--- config.mk ---
export PLATFORM = sky130hd
export DESIGN_NAME = rch_delay
export DESIGN_NICKNAME = d
export VERILOG_FILES = /design/src/hw/rtl/rch_delay.sv
export SDC_FILE = /design/constraint.sdc
export NUM_CORES = 1
export LEC_CHECK = 0
export BUFFER_PORTS_ARGS = -buffer_cell sky130_fd_sc_hd__buf_2
export CAP_MARGIN = 25
export CORE_AREA = 3 3 40 42
export CTS_CLUSTER_DIAMETER = 60
export DETAILED_ROUTE_END_ITERATION = 16
export DIE_AREA = 0 0 43 45
export PLACE_DENSITY_LB_ADDON = 0.2
export SLEW_MARGIN = 25
export SYNTH_ARGS = -nofsm -noshare
export SYNTH_HDL_FRONTEND = slang
export SYNTH_SLANG_ARGS = --single-unit
--- constraint.sdc ---
create_clock -name aclk -period 1 [get_ports aclk]
set_clock_uncertainty 0.2 [all_clocks]
set_input_delay 0.05 -clock aclk [delete_from_list [all_inputs] [get_ports aclk]]
set_output_delay 0.05 -clock aclk [all_outputs]
set_load 0.005 [all_outputs]
--- src/hw/rtl/rch_delay.sv ---
`timescale 1ns / 1ps
// Stallable delay line with a valid lane; keeps side data aligned with long units.
// Depends on nothing.
module rch_delay #(
    parameter int W     = 8,
    parameter int DEPTH = 1
) (
    input  logic         aclk,
    input  logic         aresetn,
    input  logic         en,
    input  logic         in_valid,
    input  logic [W-1:0] in_data,
    output logic         out_valid,
    output logic [W-1:0] out_data
);
    logic [W-1:0] data_reg [0:DEPTH-1];
    logic         vld_reg  [0:DEPTH-1];

    always_ff @(posedge aclk) begin
        if (!aresetn) begin
            for (int k = 0; k < DEPTH; k++) vld_reg[k] <= 1'b0;
        end else if (en) begin
            vld_reg[0] <= in_valid;
            for (int k = 1; k < DEPTH; k++) vld_reg[k] <= vld_reg[k-1];
        end
    end

    always_ff @(posedge aclk) begin
        if (en) begin
            data_reg[0] <= in_data;
            for (int k = 1; k < DEPTH; k++) data_reg[k] <= data_reg[k-1];
        end
    end

    assign out_valid = vld_reg[DEPTH-1];
    assign out_data  = data_reg[DEPTH-1];
endmodule

==> reports/metrics.yaml <==
status: "complete, but fails checks"
violations: "hold timing"
crit_chain: "buf_2"
period_needed_ns: 0.997
clk_path_buf_depth: 2
wl_per_cell_um: 9.40
synth_seq_cells: 9
startpoint_type: "flip-flop"
netlist_instances: 11
core_area_um2: 1280
cts_hold_buf: 8
synth.distinct_cells: 3
cp-end-kind: "output port"
critPathRequiredTime_ns: 0.75
via_count: 219
gp_congestion: 0.592
fin_hold_ws_ns: -0.119
yosysTopAreaCell: "edfxtp_1"
dieArea_um2: 1940
synth_top_area_share_pct: 95.6
dp.cells: 46
ys_warn_count: 0
num_antenna_cells: 0
io_buffer_count: 20
grt_max_degree: 11
slew_violations: 0
initial_core_util_pct: 22.0
finalInstanceArea_um2: 508
drtIter0Drc: 0
crit_type: "flip-flop to output port"
irDropWorstVdd_mv: 0.470
drt_pre_antenna_iters: 1
grt_pass1_vias: 216
largest_register_ffs: 8
post_cts_buffers: 0
finalNetCount: 56
met3_usage_pct: 2.79
cts_tree: "built"
busiest_layer: "met2"
tightest_slew_ns: 0.198
use_met1_pct: 5.24
area_growth_pct: 79.6
dpl-instance-area_um2: 402
p_leak_nw: 0.225
finalCritPeriodShare_pct: 99.7
rsz0062_at_grt: "true"
cap_violations: 0
antenna_left: 0
cts_sinks: 9
path_clk_slew_ns: 0.06
antenna_found_initial: 0
cts_max_level: 1
slew_headroom_pct: 86.8
cp_slowest_cell: "edfxtp_1"
final.setup.tns_ns: 0
grt_pass1_wl_um: 834
die_w_um: 43
grt_util_met2_pct: 10.8
synth_nets: 23
vias_per_cell: 3.78
drt-total-wl_um: 545
drive_gt1_share_pct: 53.5
grt_usage_pct: 6.40
setup_ws_ns: 0.00323
crit_arrival_ns: 0.75
powerDensity_nw_per_um2: 1600
hp-class: "input port to flip-flop"
synth_area_um2: 283
clock.fmax_mhz: 1000
cts_root_buf: "clkbuf_4"
setup_viol: 0
synth_area_leaders: "edfxtp_1 96%, and3_1 2.2%, nand2b_1 2.2%"
synth.avg_cell_area_um2: 25.7
dp_slack_ns: 0.107
pin_count: 21
drc: 0
layoutNonFillerInstCount: 58
cp.buffers_inverters: 1
slowest_delay_ns: 0.36
fin_util_pct: 39.5
grt_remaining_overflow: 0
hold_viol_final: 10
critPathMaxFanout: 1
num_rows: 13
chipHeight_um: 45
cts_buffers: 3
yosysSeqAreaShare_pct: 95.6
cp_top_family: "flip-flops"
area by class of cell:
cell class	instances	area [um^2]
clock buffer	4	26.3
fill	142	777
multi-input combinational	2	12.5
sequential	9	270
tap	15	18.8
timing repair buffer	28	180
cells in the final DEF (no fill, tap or decap), drive strengths merged:
| master | netlist | final |
|---|---|---|
| nand2b | 1 | 1 |
| edfxtp | 9 | 9 |
| buf | 0 | 20 |
| and3 | 1 | 1 |
| clkbuf | 0 | 4 |
| dlygate4sd3 | 0 | 8 |
final timing paths:
check	startpoint	to	slack (ns)	cells past startpoint
setup / recovery	data_reg[0][5]$_DFFE_PP_	out_data[5]	0.003	1
hold / removal	aresetn	vld_reg[0]$_DFFE_PP_	-0.12	2
cell usage after synthesis (all sizes together):
library cell and count:
nand2b 1, and3 1, edfxtp 9
report_power, final:
group	internal, W	leakage, nW	total [W]	switching, W
clock network	0.000153	0.0150	0.000276	0.000123
registers	0.000448	0.0890	0.000454	0.00000553
logic	0.0000549	0.121	0.0000841	0.0000292
total	0.000656	0.225	0.000814	0.000157
per-stage QoR:
stage	hold slack, ns	total power, W
finish	-0.119	0.000814
global route	-0.122	0.000855
CTS	-0.133	0.000839
detailed placement	0.0281	0.000525
global placement	0.0265	0.000523
floorplan	-0.0511	0.000471
per-layer routing:
metal	part of all wire, %	wire length [um]
met4	0	0
met5	0	0
met3	15	80
met2	54	295
met1	31	169
what timing repair did:
item	in CTS	in global routing
gates resized for setup	0	0
endpoints found under the hold margin	18	10
endpoints found under the setup margin	9	9
kinds of logic after synthesis:
group | count (synthesis) | synth area share [%]
flip-flops | 9 | 95.6
AND/OR/NAND/NOR | 2 | 4.43
Note: power is estimated with default switching activity, not from simulation.
