--- src/hw/rtl/rch_pkg.sv ---
`timescale 1ns / 1ps
// Shared types, register indexes and fixed-point helpers for the ray/capsule hit pipeline.
// No dependencies; used by rch_sqrt, rch_div and ray_capsule_hit_top.
package rch_pkg;

    localparam int FRAC_BITS_DEF = 16;
    localparam int DIV_LAT       = 34;
    localparam int S_DATA_W      = 248;
    localparam int M_DATA_W      = 184;
    localparam int CFG_IDX_W     = 3;

    typedef logic signed [31:0] fx_t;

    localparam fx_t FX_MAX = 32'sh7fffffff;
    localparam fx_t FX_MIN = 32'sh80000000;

    typedef struct packed {
        fx_t x;
        fx_t y;
        fx_t z;
    } vec_t;

    typedef enum logic [CFG_IDX_W-1:0] {
        REG_ORIGIN_X = 3'd0,
        REG_ORIGIN_Y = 3'd1,
        REG_ORIGIN_Z = 3'd2,
        REG_DIR_X    = 3'd3,
        REG_DIR_Y    = 3'd4,
        REG_DIR_Z    = 3'd5
    } cfg_reg_e;

    typedef struct packed {
        vec_t base;
        vec_t ax;
        vec_t o;
        vec_t m;
        vec_t n;
        vec_t po;
        vec_t raw;
        vec_t pdn;
        vec_t hp;
        vec_t nb;
        vec_t ctr;
        vec_t v;
        vec_t hp2;
        vec_t hpf;
        vec_t num;
        vec_t p;
        vec_t nrm;
        fx_t  len;
        fx_t  rad;
        fx_t  best;
        fx_t  r2;
        fx_t  doa;
        fx_t  dd;
        fx_t  pp;
        fx_t  l2;
        fx_t  l;
        fx_t  c;
        fx_t  bb;
        fx_t  h;
        fx_t  tp;
        fx_t  t;
        fx_t  hd;
        fx_t  capd;
        fx_t  b2;
        fx_t  vv;
        fx_t  bb2;
        fx_t  c2;
        fx_t  h2;
        fx_t  t2;
        fx_t  tf;
        logic signed [32:0] b;
        logic l2pos;
        logic miss1;
        logic sph;
        logic hit1;
        logic miss2;
        logic hit;
    } item_t;

    function automatic int sqrt_lat(input int f);
        return (32 + f) / 2 + 2;
    endfunction

    function automatic fx_t sat32(input logic signed [65:0] v);
        if (v > 66'(FX_MAX)) return FX_MAX;
        if (v < 66'(FX_MIN)) return FX_MIN;
        return fx_t'(v);
    endfunction

    function automatic fx_t fadd(input fx_t a, input fx_t b);
        return sat32(66'(a) + 66'(b));
    endfunction

    function automatic fx_t fsub(input fx_t a, input fx_t b);
        return sat32(66'(a) - 66'(b));
    endfunction

    function automatic fx_t fsub33(input logic signed [32:0] a, input fx_t b);
        return sat32(66'(a) - 66'(b));
    endfunction

    function automatic fx_t fmul(input fx_t a, input fx_t b, input int f);
        logic signed [63:0] p;
        p = 64'(a) * 64'(b);
        return sat32(66'(p >>> f));
    endfunction

    function automatic fx_t fsq33(input logic signed [32:0] a, input int f);
        logic signed [65:0] p;
        p = 66'(a) * 66'(a);
        return sat32(p >>> f);
    endfunction

    function automatic vec_t vadd(input vec_t a, input vec_t b);
        return '{x: fadd(a.x, b.x), y: fadd(a.y, b.y), z: fadd(a.z, b.z)};
    endfunction

    function automatic vec_t vsub(input vec_t a, input vec_t b);
        return '{x: fsub(a.x, b.x), y: fsub(a.y, b.y), z: fsub(a.z, b.z)};
    endfunction

    function automatic vec_t vmul(input vec_t a, input vec_t b, input int f);
        return '{x: fmul(a.x, b.x, f), y: fmul(a.y, b.y, f), z: fmul(a.z, b.z, f)};
    endfunction

    function automatic vec_t vscl(input vec_t a, input fx_t s, input int f);
        return '{x: fmul(a.x, s, f), y: fmul(a.y, s, f), z: fmul(a.z, s, f)};
    endfunction

    function automatic fx_t dot3(input vec_t m);
        return fadd(fadd(m.x, m.y), m.z);
    endfunction

    function automatic fx_t nclamp(input fx_t v, input int f);
        fx_t one;
        one = fx_t'(33'sd1 <<< f);
        if (v > one) return one;
        if (v < -one) return -one;
        return v;
    endfunction

endpackage

--- src/hw/rtl/rch_sqrt.sv ---
`timescale 1ns / 1ps
// Pipelined fixed-point square root, one result bit per stage: floor(sqrt(x << FRAC_BITS)).
// Depends on rch_pkg.
module rch_sqrt #(
    parameter int FRAC_BITS = rch_pkg::FRAC_BITS_DEF
) (
    input  logic        aclk,
    input  logic        en,
    input  rch_pkg::fx_t x,
    output rch_pkg::fx_t root
);
    import rch_pkg::*;

    localparam int RW = (32 + FRAC_BITS) / 2;
    localparam int NW = 2 * RW;
    localparam int EW = RW + 4;

    logic [NW-1:0]   n_reg    [0:RW];
    logic [RW+1:0]   rem_reg  [0:RW];
    logic [RW-1:0]   root_reg [0:RW];
    fx_t             out_reg;

    always_ff @(posedge aclk) begin
        if (en) begin
            n_reg[0]    <= (x > 0) ? NW'({x[30:0], {FRAC_BITS{1'b0}}}) : '0;
            rem_reg[0]  <= '0;
            root_reg[0] <= '0;
            out_reg     <= fx_t'(32'(root_reg[RW]));
        end
    end

    for (genvar i = 0; i < RW; i++) begin : g_step
        logic [EW-1:0] rem2;
        logic [EW-1:0] trial;
        logic          ge;

        always_comb begin
            rem2  = {rem_reg[i], n_reg[i][NW-1 -: 2]};
            trial = EW'({root_reg[i], 2'b01});
            ge    = rem2 >= trial;
        end

        always_ff @(posedge aclk) begin
            if (en) begin
                n_reg[i+1]    <= {n_reg[i][NW-3:0], 2'b00};
                rem_reg[i+1]  <= ge ? (RW+2)'(rem2 - trial) : (RW+2)'(rem2);
                root_reg[i+1] <= {root_reg[i][RW-2:0], ge};
            end
        end
    end

    assign root = out_reg;
endmodule

--- config.mk ---
export PLATFORM = sky130hd
export DESIGN_NAME = rch_sqrt
export DESIGN_NICKNAME = d
export VERILOG_FILES = /design/src/hw/rtl/rch_pkg.sv /design/src/hw/rtl/rch_sqrt.sv
export SDC_FILE = /design/constraint.sdc
export NUM_CORES = 2
export LEC_CHECK = 0
export BUFFER_PORTS_ARGS = -buffer_cell sky130_fd_sc_hd__buf_2
export CAP_MARGIN = 15
export CORE_MARGIN = 3
export CORE_UTILIZATION = 55
export DETAILED_ROUTE_END_ITERATION = 8
export PLACE_DENSITY = 0.82
export SYNTH_ARGS = -nofsm -noshare
export SYNTH_HDL_FRONTEND = slang
export SYNTH_SLANG_ARGS = --single-unit
--- constraint.sdc ---
create_clock -name aclk -period 6 [get_ports aclk]
set_input_delay 0.9 -clock aclk [delete_from_list [all_inputs] [get_ports aclk]]
set_output_delay 0.9 -clock aclk [all_outputs]
set_load 0.01 [all_outputs]
==> metrics.txt <==
outcome=finished, final reports clean; Clk pin slew, worst setup/hold paths=roughly 0.06 ns; Max Used Layer=met4; die width=327.3 um; CP startpoint=rem_reg[2][52]; Adder-Cell Fraction of Synth Area=7.057%; drt pass-1 iters=5; Startpoint Class=register; CTS Sinks=roughly 1100; crit share post-route=72.72%; Cell Pwr Density=347.7 nW/um2; CTS Buffer Depth=3; global route total overflow=0; DRT antenna net count=0; layout cells sized above 1=under 10%; largest family of logic cells by synthesized area=simple AND/OR/NAND/NOR gates; Ant. Diodes=0; Register-to-Register Setup Slack=1.64 ns; pre-CTS setup slack=1.665 ns; VDD IR max=0.0002856 V; leakage power total=24.07 nW; Vert. Die Dim=between 300 and 400 um; CTS Buf Count=around 110; CTS tree=built; met3 routed WL=5.566 mm; syn_area_per_cell=12.25 um2; area grow syn2layout=10.37%; max cap viols=0; combinational group share of total power=between 10% and 20%; root buffer cell=clkbuf_16; Simple-Gate Fraction of Synth Area=roughly 11%; share of async-settable or async-resettable flops after synthesis=0%; final hold vios=0; setup TNS=0 ns; worst slew pin tran=between 1 and 1.5 ns; Primary FF master, synth=edfxtp_1; switch share=a little over a quarter; Worst path depth=10; EDFF count, synth=1146; Hold WC Path Type=reg -> reg; fin. max-slew vios=0; first-pass GRT wire length=about 180 mm; Post-route DRC=0; dpl hpwl=approximately 78 mm; FF-to-FF path depth=10; DIE AREA=approximately 110000 um2; total wire length=110.4 mm; Crit Path Category=reg -> reg; crit-path cells=ha_1 > fa_1 > a211oi_1 > o21bai_1 > a31oi_1 > or4b_2 > a41o_1 > nor2_1 > buf_4 > o21ai_0; Core Area=about 100000 um2; Setup Fix Bufs, Post-CTS=0; # port buffers=57; Net Sw Power=5.923 mW; Min Clock Period, post-route=4.363 ns; fmax=approximately 230 MHz; Finish-stage setup viols=0; Flop pwr share=49.0%; reg2reg start=rem_reg[2][52]; Post-CTS Resized=0; Tot Pwr=21.79 mW; Wirelength per Cell=17.74 um; Cell Int Power=15.86 mW; Crit path largest cell delay=0.73 ns; initial core utilization=55.64%; row count=117; initial drt markers=2992; most frequent cells in the layout=1146 x edfxtp_1, 396 x inv_1, 343 x nor2_1; met1 WL=44.39 mm; Finished Layout Cells=6221; GP Congestion=0.8734; max reg flops=551; clk_skew=0.03629 ns; vias in the first global route=35510; crit-path leading delay family=simple AND/OR/NAND/NOR gates; Slew HR=28.74%; H-tree depth=3; crit path buf inv count=1; Clock power frac=33.5%; Worst Setup End Kind=register; sequential share of the synthesized area=60.62%; Data arrival, critical path=4.82 ns; post-synthesis register bit count=1146; Compound-Gate Fraction of Synth Area=10.16%; vias per inst=5.762; RSZ-0062 raised after global routing=no; required time worst endpoint=6.46 ns; initial antenna violation count=1; DR vias=35850; fin nets=5105; GRT Resource Usage Total=20.44%; Post-CTS Hold Fix Bufs=0; WL met2=about 56 mm; Gate Count Post-Synth=4635; total I/O pin count=66; mux cell area share after synthesis=1.047%; end of the critical path=rem_reg[2][83]; fill count=7433; Setup WS post-layout=1.637 ns; Yosys warnings=0; Synth Area in XOR/XNOR=6.634%; unique cell type count in the Yosys netlist=82; Cell Area, Synth=56770 um2; clock latency on the worst-skew pair=0.72 ns; CP Max Fanout=17; largest net degree at the start of global routing=between 150 and 200; Post-Place Cells=6008; commonest non-fill, non-tap cell in the layout=edfxtp_1; worst r2r dst=rem_reg[2][83]; Hold WS=about 0.40 ns; slowest stage cell, crit path=nor2_1
## cell usage after synthesis (all sizes together) (7+ instances only)
| cell type | number | area, um2 |
|---|---|---|
| a2111oi | 11 | 97.59 |
| a211o | 7 | 61.31 |
| a211oi | 34 | 255.2 |
| a21boi | 10 | 75.07 |
| a21o | 96 | 720.7 |
| a21oi | 314 | 1572 |
| a31oi | 19 | 118.9 |
| and2 | 42 | 262.8 |
| and3 | 25 | 156.4 |
| buf | 17 | 106.3 |
| clkbuf | 66 | 247.7 |
| edfxtp | 1146 | 34410 |
| fa | 7 | 140.1 |
| ha | 309 | 3866 |
| inv | 396 | 1486 |
| mux2 | 51 | 574.3 |
| nand2 | 284 | 1066 |
| nand2b | 50 | 312.8 |
| nand3 | 89 | 463.0 |
| nand3b | 12 | 90.09 |
| nand4 | 41 | 256.5 |
| nand4b | 15 | 131.4 |
| nor2 | 343 | 1287 |
| nor2b | 34 | 212.7 |
| nor3 | 129 | 650.6 |
| nor3b | 8 | 60.06 |
| nor4 | 83 | 519.3 |
| nor4b | 7 | 61.31 |
| o211ai | 15 | 112.6 |
| o21a | 66 | 495.5 |
| o21ai | 217 | 1086 |
| o21bai | 29 | 217.7 |
| o31ai | 25 | 187.7 |
| o41ai | 8 | 70.07 |
| or2 | 23 | 143.9 |
| or3 | 52 | 325.3 |
| or4 | 32 | 247.7 |
| xnor2 | 216 | 1892 |
| xor2 | 214 | 1874 |
## logic make-up after synthesis
kind of cell | count (synthesis)
and+or+nand+nor | 1282
AOI/OAI and AO/OA | 926
other | 1
xor gates and xnor gates | 430
muxes | 53
DFF | 1146
adders and majority gates | 316
buffers and inverters | 481
## final cells by class
class / count / area (um2) / share of cell area, %
clock buffer: 122 / 2861 / 4.567
sequential: 1146 / 34410 / 54.92
timing repair buffer: 80 / 555.5 / 0.8866
tap: 1368 / 1712 / 2.732
clock inverter: 91 / 1060 / 1.691
multi-input combinational: 3016 / 20560 / 32.82
inverter: 398 / 1494 / 2.384
## metal layers
metal	up-vias	global-route usage [%]
met3	264	2.880
met2	1107	36.30
met5	-	0
met1	17160	25.21
met4	0	8.172
li1	17320	-
## how the worst min path moves through the flow
| stage | from | end | slack, ns | depth (start not counted) |
|---|---|---|---|---|
| global placement | n_reg[1][82] | n_reg[1][132] | 0.40 | 0 |
| finish | n_reg[0][133] | n_reg[0][183] | 0.40 | 0 |
| global route | n_reg[0][280] | n_reg[0][330] | 0.42 | 0 |
| floorplan | n_reg[0][66] | n_reg[0][116] | 0.40 | 0 |
| detailed placement | n_reg[0][66] | n_reg[0][116] | 0.40 | 0 |
| CTS | n_reg[0][133] | n_reg[0][183] | 0.40 | 0 |
## power groups by stage
| stage | clock network, mW | logic, mW | registers [mW] |
|---|---|---|---|
| global route | 7.76 | 4.28 | 10.7 |
| floorplan | 0 | 2.89 | 10.6 |
| finish | 7.30 | 3.83 | 10.7 |
| global placement | 0 | 3.62 | 10.8 |
| detailed placement | 0 | 3.76 | 10.8 |
| CTS | 7.44 | 3.81 | 10.7 |
## stage by stage
stage / area (um2) / utilization [%]
global placement: 58740 / 57.57
CTS: 62660 / 61.41
finish: 62660 / 61.41
global route: 62660 / 61.41
detailed placement: 58740 / 57.57
floorplan: 56800 / -
Power figures use the tool's default switching activity.
