## config.mk

```make
export PLATFORM = sky130hd
export DESIGN_NAME = rch_div
export DESIGN_NICKNAME = d
export VERILOG_FILES = /design/src/hw/rtl/rch_pkg.sv /design/src/hw/rtl/rch_div.sv
export SDC_FILE = /design/constraint.sdc
export NUM_CORES = 2
export LEC_CHECK = 0
export BUFFER_PORTS_ARGS = -buffer_cell sky130_fd_sc_hd__buf_2
export CAP_MARGIN = 10
export CORE_UTILIZATION = 45
export DETAILED_ROUTE_END_ITERATION = 7
export SYNTH_ARGS = -nofsm -noshare
export SYNTH_HDL_FRONTEND = slang
export SYNTH_MEMORY_MAX_BITS = 65536
export SYNTH_SLANG_ARGS = --single-unit
```

## constraint.sdc

```tcl
create_clock -name aclk -period 3.5 [get_ports aclk]
set_input_delay 0.35 -clock aclk [delete_from_list [all_inputs] [get_ports aclk]]
set_output_delay 0.35 -clock aclk [all_outputs]
set_load 0.005 [all_outputs]
```

## src/hw/rtl/rch_pkg.sv

```systemverilog
`timescale 1ns / 1ps
// Shared types, register indexes and fixed-point helpers for the ray/capsule hit pipeline.
// No dependencies; used by rch_sqrt, rch_div and ray_capsule_hit_top.
package rch_pkg;

    localparam int FRAC_BITS_DEF = 16;
    localparam int DIV_LAT       = 34;
    localparam int S_DATA_W      = 248;
    localparam int M_DATA_W      = 184;
    localparam int CFG_IDX_W     = 3;

    typedef logic signed [31:0] fx_t;

    localparam fx_t FX_MAX = 32'sh7fffffff;
    localparam fx_t FX_MIN = 32'sh80000000;

    typedef struct packed {
        fx_t x;
        fx_t y;
        fx_t z;
    } vec_t;

    typedef enum logic [CFG_IDX_W-1:0] {
        REG_ORIGIN_X = 3'd0,
        REG_ORIGIN_Y = 3'd1,
        REG_ORIGIN_Z = 3'd2,
        REG_DIR_X    = 3'd3,
        REG_DIR_Y    = 3'd4,
        REG_DIR_Z    = 3'd5
    } cfg_reg_e;

    typedef struct packed {
        vec_t base;
        vec_t ax;
        vec_t o;
        vec_t m;
        vec_t n;
        vec_t po;
        vec_t raw;
        vec_t pdn;
        vec_t hp;
        vec_t nb;
        vec_t ctr;
        vec_t v;
        vec_t hp2;
        vec_t hpf;
        vec_t num;
        vec_t p;
        vec_t nrm;
        fx_t  len;
        fx_t  rad;
        fx_t  best;
        fx_t  r2;
        fx_t  doa;
        fx_t  dd;
        fx_t  pp;
        fx_t  l2;
        fx_t  l;
        fx_t  c;
        fx_t  bb;
        fx_t  h;
        fx_t  tp;
        fx_t  t;
        fx_t  hd;
        fx_t  capd;
        fx_t  b2;
        fx_t  vv;
        fx_t  bb2;
        fx_t  c2;
        fx_t  h2;
        fx_t  t2;
        fx_t  tf;
        logic signed [32:0] b;
        logic l2pos;
        logic miss1;
        logic sph;
        logic hit1;
        logic miss2;
        logic hit;
    } item_t;

    function automatic int sqrt_lat(input int f);
        return (32 + f) / 2 + 2;
    endfunction

    function automatic fx_t sat32(input logic signed [65:0] v);
        if (v > 66'(FX_MAX)) return FX_MAX;
        if (v < 66'(FX_MIN)) return FX_MIN;
        return fx_t'(v);
    endfunction

    function automatic fx_t fadd(input fx_t a, input fx_t b);
        return sat32(66'(a) + 66'(b));
    endfunction

    function automatic fx_t fsub(input fx_t a, input fx_t b);
        return sat32(66'(a) - 66'(b));
    endfunction

    function automatic fx_t fsub33(input logic signed [32:0] a, input fx_t b);
        return sat32(66'(a) - 66'(b));
    endfunction

    function automatic fx_t fmul(input fx_t a, input fx_t b, input int f);
        logic signed [63:0] p;
        p = 64'(a) * 64'(b);
        return sat32(66'(p >>> f));
    endfunction

    function automatic fx_t fsq33(input logic signed [32:0] a, input int f);
        logic signed [65:0] p;
        p = 66'(a) * 66'(a);
        return sat32(p >>> f);
    endfunction

    function automatic vec_t vadd(input vec_t a, input vec_t b);
        return '{x: fadd(a.x, b.x), y: fadd(a.y, b.y), z: fadd(a.z, b.z)};
    endfunction

    function automatic vec_t vsub(input vec_t a, input vec_t b);
        return '{x: fsub(a.x, b.x), y: fsub(a.y, b.y), z: fsub(a.z, b.z)};
    endfunction

    function automatic vec_t vmul(input vec_t a, input vec_t b, input int f);
        return '{x: fmul(a.x, b.x, f), y: fmul(a.y, b.y, f), z: fmul(a.z, b.z, f)};
    endfunction

    function automatic vec_t vscl(input vec_t a, input fx_t s, input int f);
        return '{x: fmul(a.x, s, f), y: fmul(a.y, s, f), z: fmul(a.z, s, f)};
    endfunction

    function automatic fx_t dot3(input vec_t m);
        return fadd(fadd(m.x, m.y), m.z);
    endfunction

    function automatic fx_t nclamp(input fx_t v, input int f);
        fx_t one;
        one = fx_t'(33'sd1 <<< f);
        if (v > one) return one;
        if (v < -one) return -one;
        return v;
    endfunction

endpackage

```

## src/hw/rtl/rch_div.sv

```systemverilog
`timescale 1ns / 1ps
// Pipelined signed fixed-point divide, one quotient bit per stage: sat((a << FRAC_BITS) / b).
// Depends on rch_pkg; a zero divisor gives zero.
module rch_div #(
    parameter int FRAC_BITS = rch_pkg::FRAC_BITS_DEF
) (
    input  logic         aclk,
    input  logic         en,
    input  rch_pkg::fx_t num,
    input  rch_pkg::fx_t den,
    output rch_pkg::fx_t quo
);
    import rch_pkg::*;

    localparam int NW = 32 + FRAC_BITS;
    localparam int QW = 32;

    logic [31:0]   an;
    logic [31:0]   ad;
    logic [NW-1:0] nfull;

    logic [31:0] rem_reg  [0:QW];
    logic [31:0] lo_reg   [0:QW];
    logic [31:0] q_reg    [0:QW];
    logic [31:0] dn_reg   [0:QW];
    logic        neg_reg  [0:QW];
    logic        zero_reg [0:QW];
    logic        ovf_reg  [0:QW];
    fx_t         out_reg;

    always_comb begin
        an    = num[31] ? (32'(~num) + 32'd1) : 32'(num);
        ad    = den[31] ? (32'(~den) + 32'd1) : 32'(den);
        nfull = {an, {FRAC_BITS{1'b0}}};
    end

    always_ff @(posedge aclk) begin
        if (en) begin
            rem_reg[0]  <= 32'(nfull[NW-1:32]);
            lo_reg[0]   <= nfull[31:0];
            q_reg[0]    <= '0;
            dn_reg[0]   <= ad;
            neg_reg[0]  <= num[31] ^ den[31];
            zero_reg[0] <= (den == '0);
            ovf_reg[0]  <= 32'(nfull[NW-1:32]) >= ad;
        end
    end

    for (genvar k = 0; k < QW; k++) begin : g_step
        logic [32:0] tr;
        logic        ge;

        always_comb begin
            tr = {rem_reg[k], lo_reg[k][31]};
            ge = tr >= {1'b0, dn_reg[k]};
        end

        always_ff @(posedge aclk) begin
            if (en) begin
                rem_reg[k+1]  <= ge ? 32'(tr - {1'b0, dn_reg[k]}) : tr[31:0];
                lo_reg[k+1]   <= {lo_reg[k][30:0], 1'b0};
                q_reg[k+1]    <= {q_reg[k][30:0], ge};
                dn_reg[k+1]   <= dn_reg[k];
                neg_reg[k+1]  <= neg_reg[k];
                zero_reg[k+1] <= zero_reg[k];
                ovf_reg[k+1]  <= ovf_reg[k];
            end
        end
    end

    always_ff @(posedge aclk) begin
        if (en) begin
            if (zero_reg[QW]) begin
                out_reg <= '0;
            end else if (neg_reg[QW]) begin
                out_reg <= (ovf_reg[QW] || q_reg[QW] > 32'h80000000) ? FX_MIN
                                                                      : fx_t'(~q_reg[QW] + 32'd1);
            end else begin
                out_reg <= (ovf_reg[QW] || q_reg[QW][31]) ? FX_MAX : fx_t'(q_reg[QW]);
            end
        end
    end

    assign quo = out_reg;
endmodule

```

==> metrics.yaml <==
reg2reg_from: "dn_reg[0][898]"
worst_pin_slew_ns: 1.037
routed_via_density: 5.486
groute.layer.met1.usage_pct: 32.26
clk-insertion-delay-late_ns: 0.93
final_total_pwr_mw: 172.5
first_pass_iters: 6
drt.antenna.violating_nets: 0
max_transition_viols_final: 0
cp_data_required_time_ns: 4.15
power_leakage_nw: 77.21
finalSetupTns_ns: -7.344
failing_checks: "setup timing"
nFillCells: 27240
tritoncts: "built"
number_of_antenna_violations_at_the_first_check_in_global_routing: 8
vias_in_the_first_global_route: 104100
drv.max_cap_violation_count: 0
num_rows: 211
syn-cell-area_mm2: 0.1499
p_per_area_mw_per_mm2: 918.5
critPathLaunch: "dn_reg[0][898]"
grt_max_degree: 145
final_critical_path_setup_slack_ns: -0.1679
layout_min_cycle_time_ns: 3.668
post-route-util_pct: 56.78
starting_drt_drc_count: 7702
drive_above_1_share_pct: 23.57
p_int_mw: 109.3
syn_to_final_growth_pct: 25.28
stdcell_count: 19600
finalClockSkew_ns: 0.05531
start_kind: "register"
finalNetCount: 16110
post_drt_wl_per_cell_um: 20.26
main_synth_ff_type: "edfxtp_1"
postSynth.asyncResetShare_pct: 0
worst_slew_margin_rel_pct: 30.11
groute.usage.overall_pct: 22.53
clock_sinks: 2827
synth_area_per_cell_um2: 11.64
final_hold_fails: 0
ys_ff_latch: 2827
max-clock-path-buffers: 4
worst-path-max-fanout: 3
post-route-period-util_pct: 104.8
worstSetupPathType: "reg2reg"
routabilityCongestion: 0.9451
clock_power_share_pct: 19.3
min-delay-path-class: "in2reg"
critPathBufInv: 1
clkSlewWorstSetupHoldPaths_ns: 0.06
port_buffers: 97
yosysUniqueCellTypes: 96
place_area_mm2: 0.1672
routed-via-count: 107500
switching_share_pct: 36.66
power.switching_mw: 63.25
slowest_delay_ns: 0.47
dieHeight_um: 579.2
globalRouteMet3Util_pct: 2.962
cts-buffers-inserted: 318
globalRouteOverflowTotal: 0
crit_arrival_ns: 4.32
h_tree_lvls: 5
mappedNetlistNets: 14010
run_status: "complete, but fails checks"
detail_route.wirelength_um: 397100
syn_inst: 12890
setup_slack_reg_to_reg_ns: -0.17
largest_register_ffs: 1024
dieArea_mm2: 0.3355
hpwlAfterDp_um: 285400
initial_core_util_pct: 45.32
warning_count_from_the_yosys_run: 0
vdd_ir_drop_max_mv: 0.4738
worstReg2RegEnd: "rem_reg[0][956]"
groute.layer.met2.usage_pct: 35.83
share_seq_of_total_power_pct: 31.3
grt_busiest_layer: "met2"
grt_first_pass_wirelength_um: 595100
dp_cells: 18580
worst_setup_path_endpoint: "rem_reg[0][956]"
cp_endpoint_kind: "register"
worstRegToRegCells: 13
coreArea_mm2: 0.3308
overall_die_width_um: 579.2
report.final.setup_viol: 130
max_clock_freq_mhz: 272.6
final_design_area_no_fill_mm2: 0.1878
comb_power_share_pct: 49.4
crit_family: "compound AO/OA/AOI/OAI gates"
design.portCount: 98
unrepaired_setup_endpoints_after_global_routing: "yes"
clock_tree.root_cell: "clkbuf_16"
drt_drc_violations_left: 0
ys_seq_area_share_pct: 56.62
cp_slowest_cell: "a221o_2"
cp_num_cells: 13
count_of_flip_flops_with_a_built_in_enable_after_synthesis: 2827
crit_path_cell_trace: "inv_2 > ha_4 > nor2b_4 > o31a_1 > or4_4 > a221o_2 > nand3_2 > nand4_1 > a31o_2 > a221o_1 > a21oi_2 > xnor2_1 > mux2_4"
## power by group through the flow
stage | logic (mW) | registers, mW | clock network (mW)
after floorplan | 48.0 | 51.8 | 0
after global placement | 70.9 | 54.5 | 0
after detailed placement | 72.3 | 54.5 | 0
after CTS | 76.8 | 53.9 | 34.2
after global routing | 92.9 | 54.7 | 35.4
final | 85.3 | 54.0 | 33.2
## what timing repair did
action / 4_1_cts / 5_1_grt
hold buffers: 71 / 0
buffers inserted: 156 / 218
cloned: 14 / 32
resized for setup: 462 / 994
hold endpoints to repair: 75 / 0
endpoints found under the setup margin: 795 / 950
pin swaps: 187 / 449
## cell families after synthesis
group	after synthesis	synth area share, %
AO/OA/AOI/OAI	3431	14.13
multiplexers	304	2.265
buffers and inverters	1571	3.967
AND/OR/NAND/NOR	2831	8.990
flip-flops	2827	56.62
adder cells (fa/ha/maj)	1058	8.985
XOR/XNOR	863	5.042
## cell type report
class                   count  area (µm²)  share of cell area, %
flip-flops and latches   2827       84890                  45.20
multi-input cells        8491       64670                  34.43
repair buffers           2045       17640                  9.394
clock buffers             379        8314                  4.427
well taps                4366        5463                  2.908
inverters                1302        4898                  2.608
clock inverters           191        1934                  1.030
diodes                      3       7.507               0.003997
## placed cells by master, fill, tap and decap left out, types with 105 or more instances in the layout
cell,n
nor2_1,785
a21oi_1,989
nor2b_1,139
o21a_1,145
o21ai_0,670
mux2_2,198
a21o_1,459
ha_1,941
nand2b_1,168
nor3_1,107
xor2_1,357
nand4_1,158
inv_1,1261
buf_4,1633
nand2_1,768
clkbuf_16,353
edfxtp_1,2827
nand3_1,170
a21oi_2,105
xnor2_1,502
## worst min-delay path by stage
stage / from / endpoint / slack, ns / cells past startpoint
3_5_place_dp: lo_reg[0][183] / lo_reg[0][215] / 0.40 / 0
4_1_cts: num[23] / rem_reg[0][7] / 0.005 / 4
5_1_grt: num[23] / rem_reg[0][7] / 0.06 / 4
3_3_place_gp: q_reg[0][423] / q_reg[0][456] / 0.40 / 0
6_report: num[23] / rem_reg[0][7] / 0.09 / 4
2_1_floorplan: lo_reg[0][79] / lo_reg[0][111] / 0.40 / 0
## stage by stage
stage | setup slack, ns | hold WS (ns)
global placement | -0.6650 | 0.4006
CTS | -0.2102 | 0.005421
finish | -0.1679 | 0.09486
detailed placement | -0.7240 | 0.4045
floorplan | -0.04668 | 0.4003
global route | -0.3455 | 0.05934
## cells in the mapped netlist (83+ instances only)
library cell,n,area (µm²)
edfxtp_1,2827,84890
inv_1,1300,4880
a21oi_1,1109,5550
ha_1,1027,12850
o21ai_0,863,4319
nor2_1,826,3100
nand2_1,810,3040
xnor2_1,504,4414
a21o_1,461,3461
xor2_1,359,3144
mux2_2,282,3176
clkbuf_1,215,807.0
nand3_1,181,905.9
nor2b_1,176,1101
nand2b_1,171,1070
nand4_1,158,988.5
o21a_1,150,1126
nor3_1,125,625.6
a31oi_1,109,681.9
o21bai_1,107,803.3
a211oi_1,98,735.7
and3_1,83,519.3
## worst register-to-register path, stage by stage (launching register included)
cell      delay, ns
edfxtp_1       0.41
inv_2          0.09
ha_4           0.20
nor2b_4        0.12
o31a_1         0.28
or4_4          0.44
a221o_2        0.47
nand3_2        0.12
nand4_1        0.15
a31o_2         0.33
a221o_1        0.33
a21oi_2        0.13
xnor2_1        0.08
mux2_4         0.26
## per-layer routing
layer	share of wire, %	routed length, µm
met2	46	181800
met1	46	184000
met4	2.7	10540
met3	5.2	20730
met5	0.0033	13
Power figures use the tool's default switching activity.
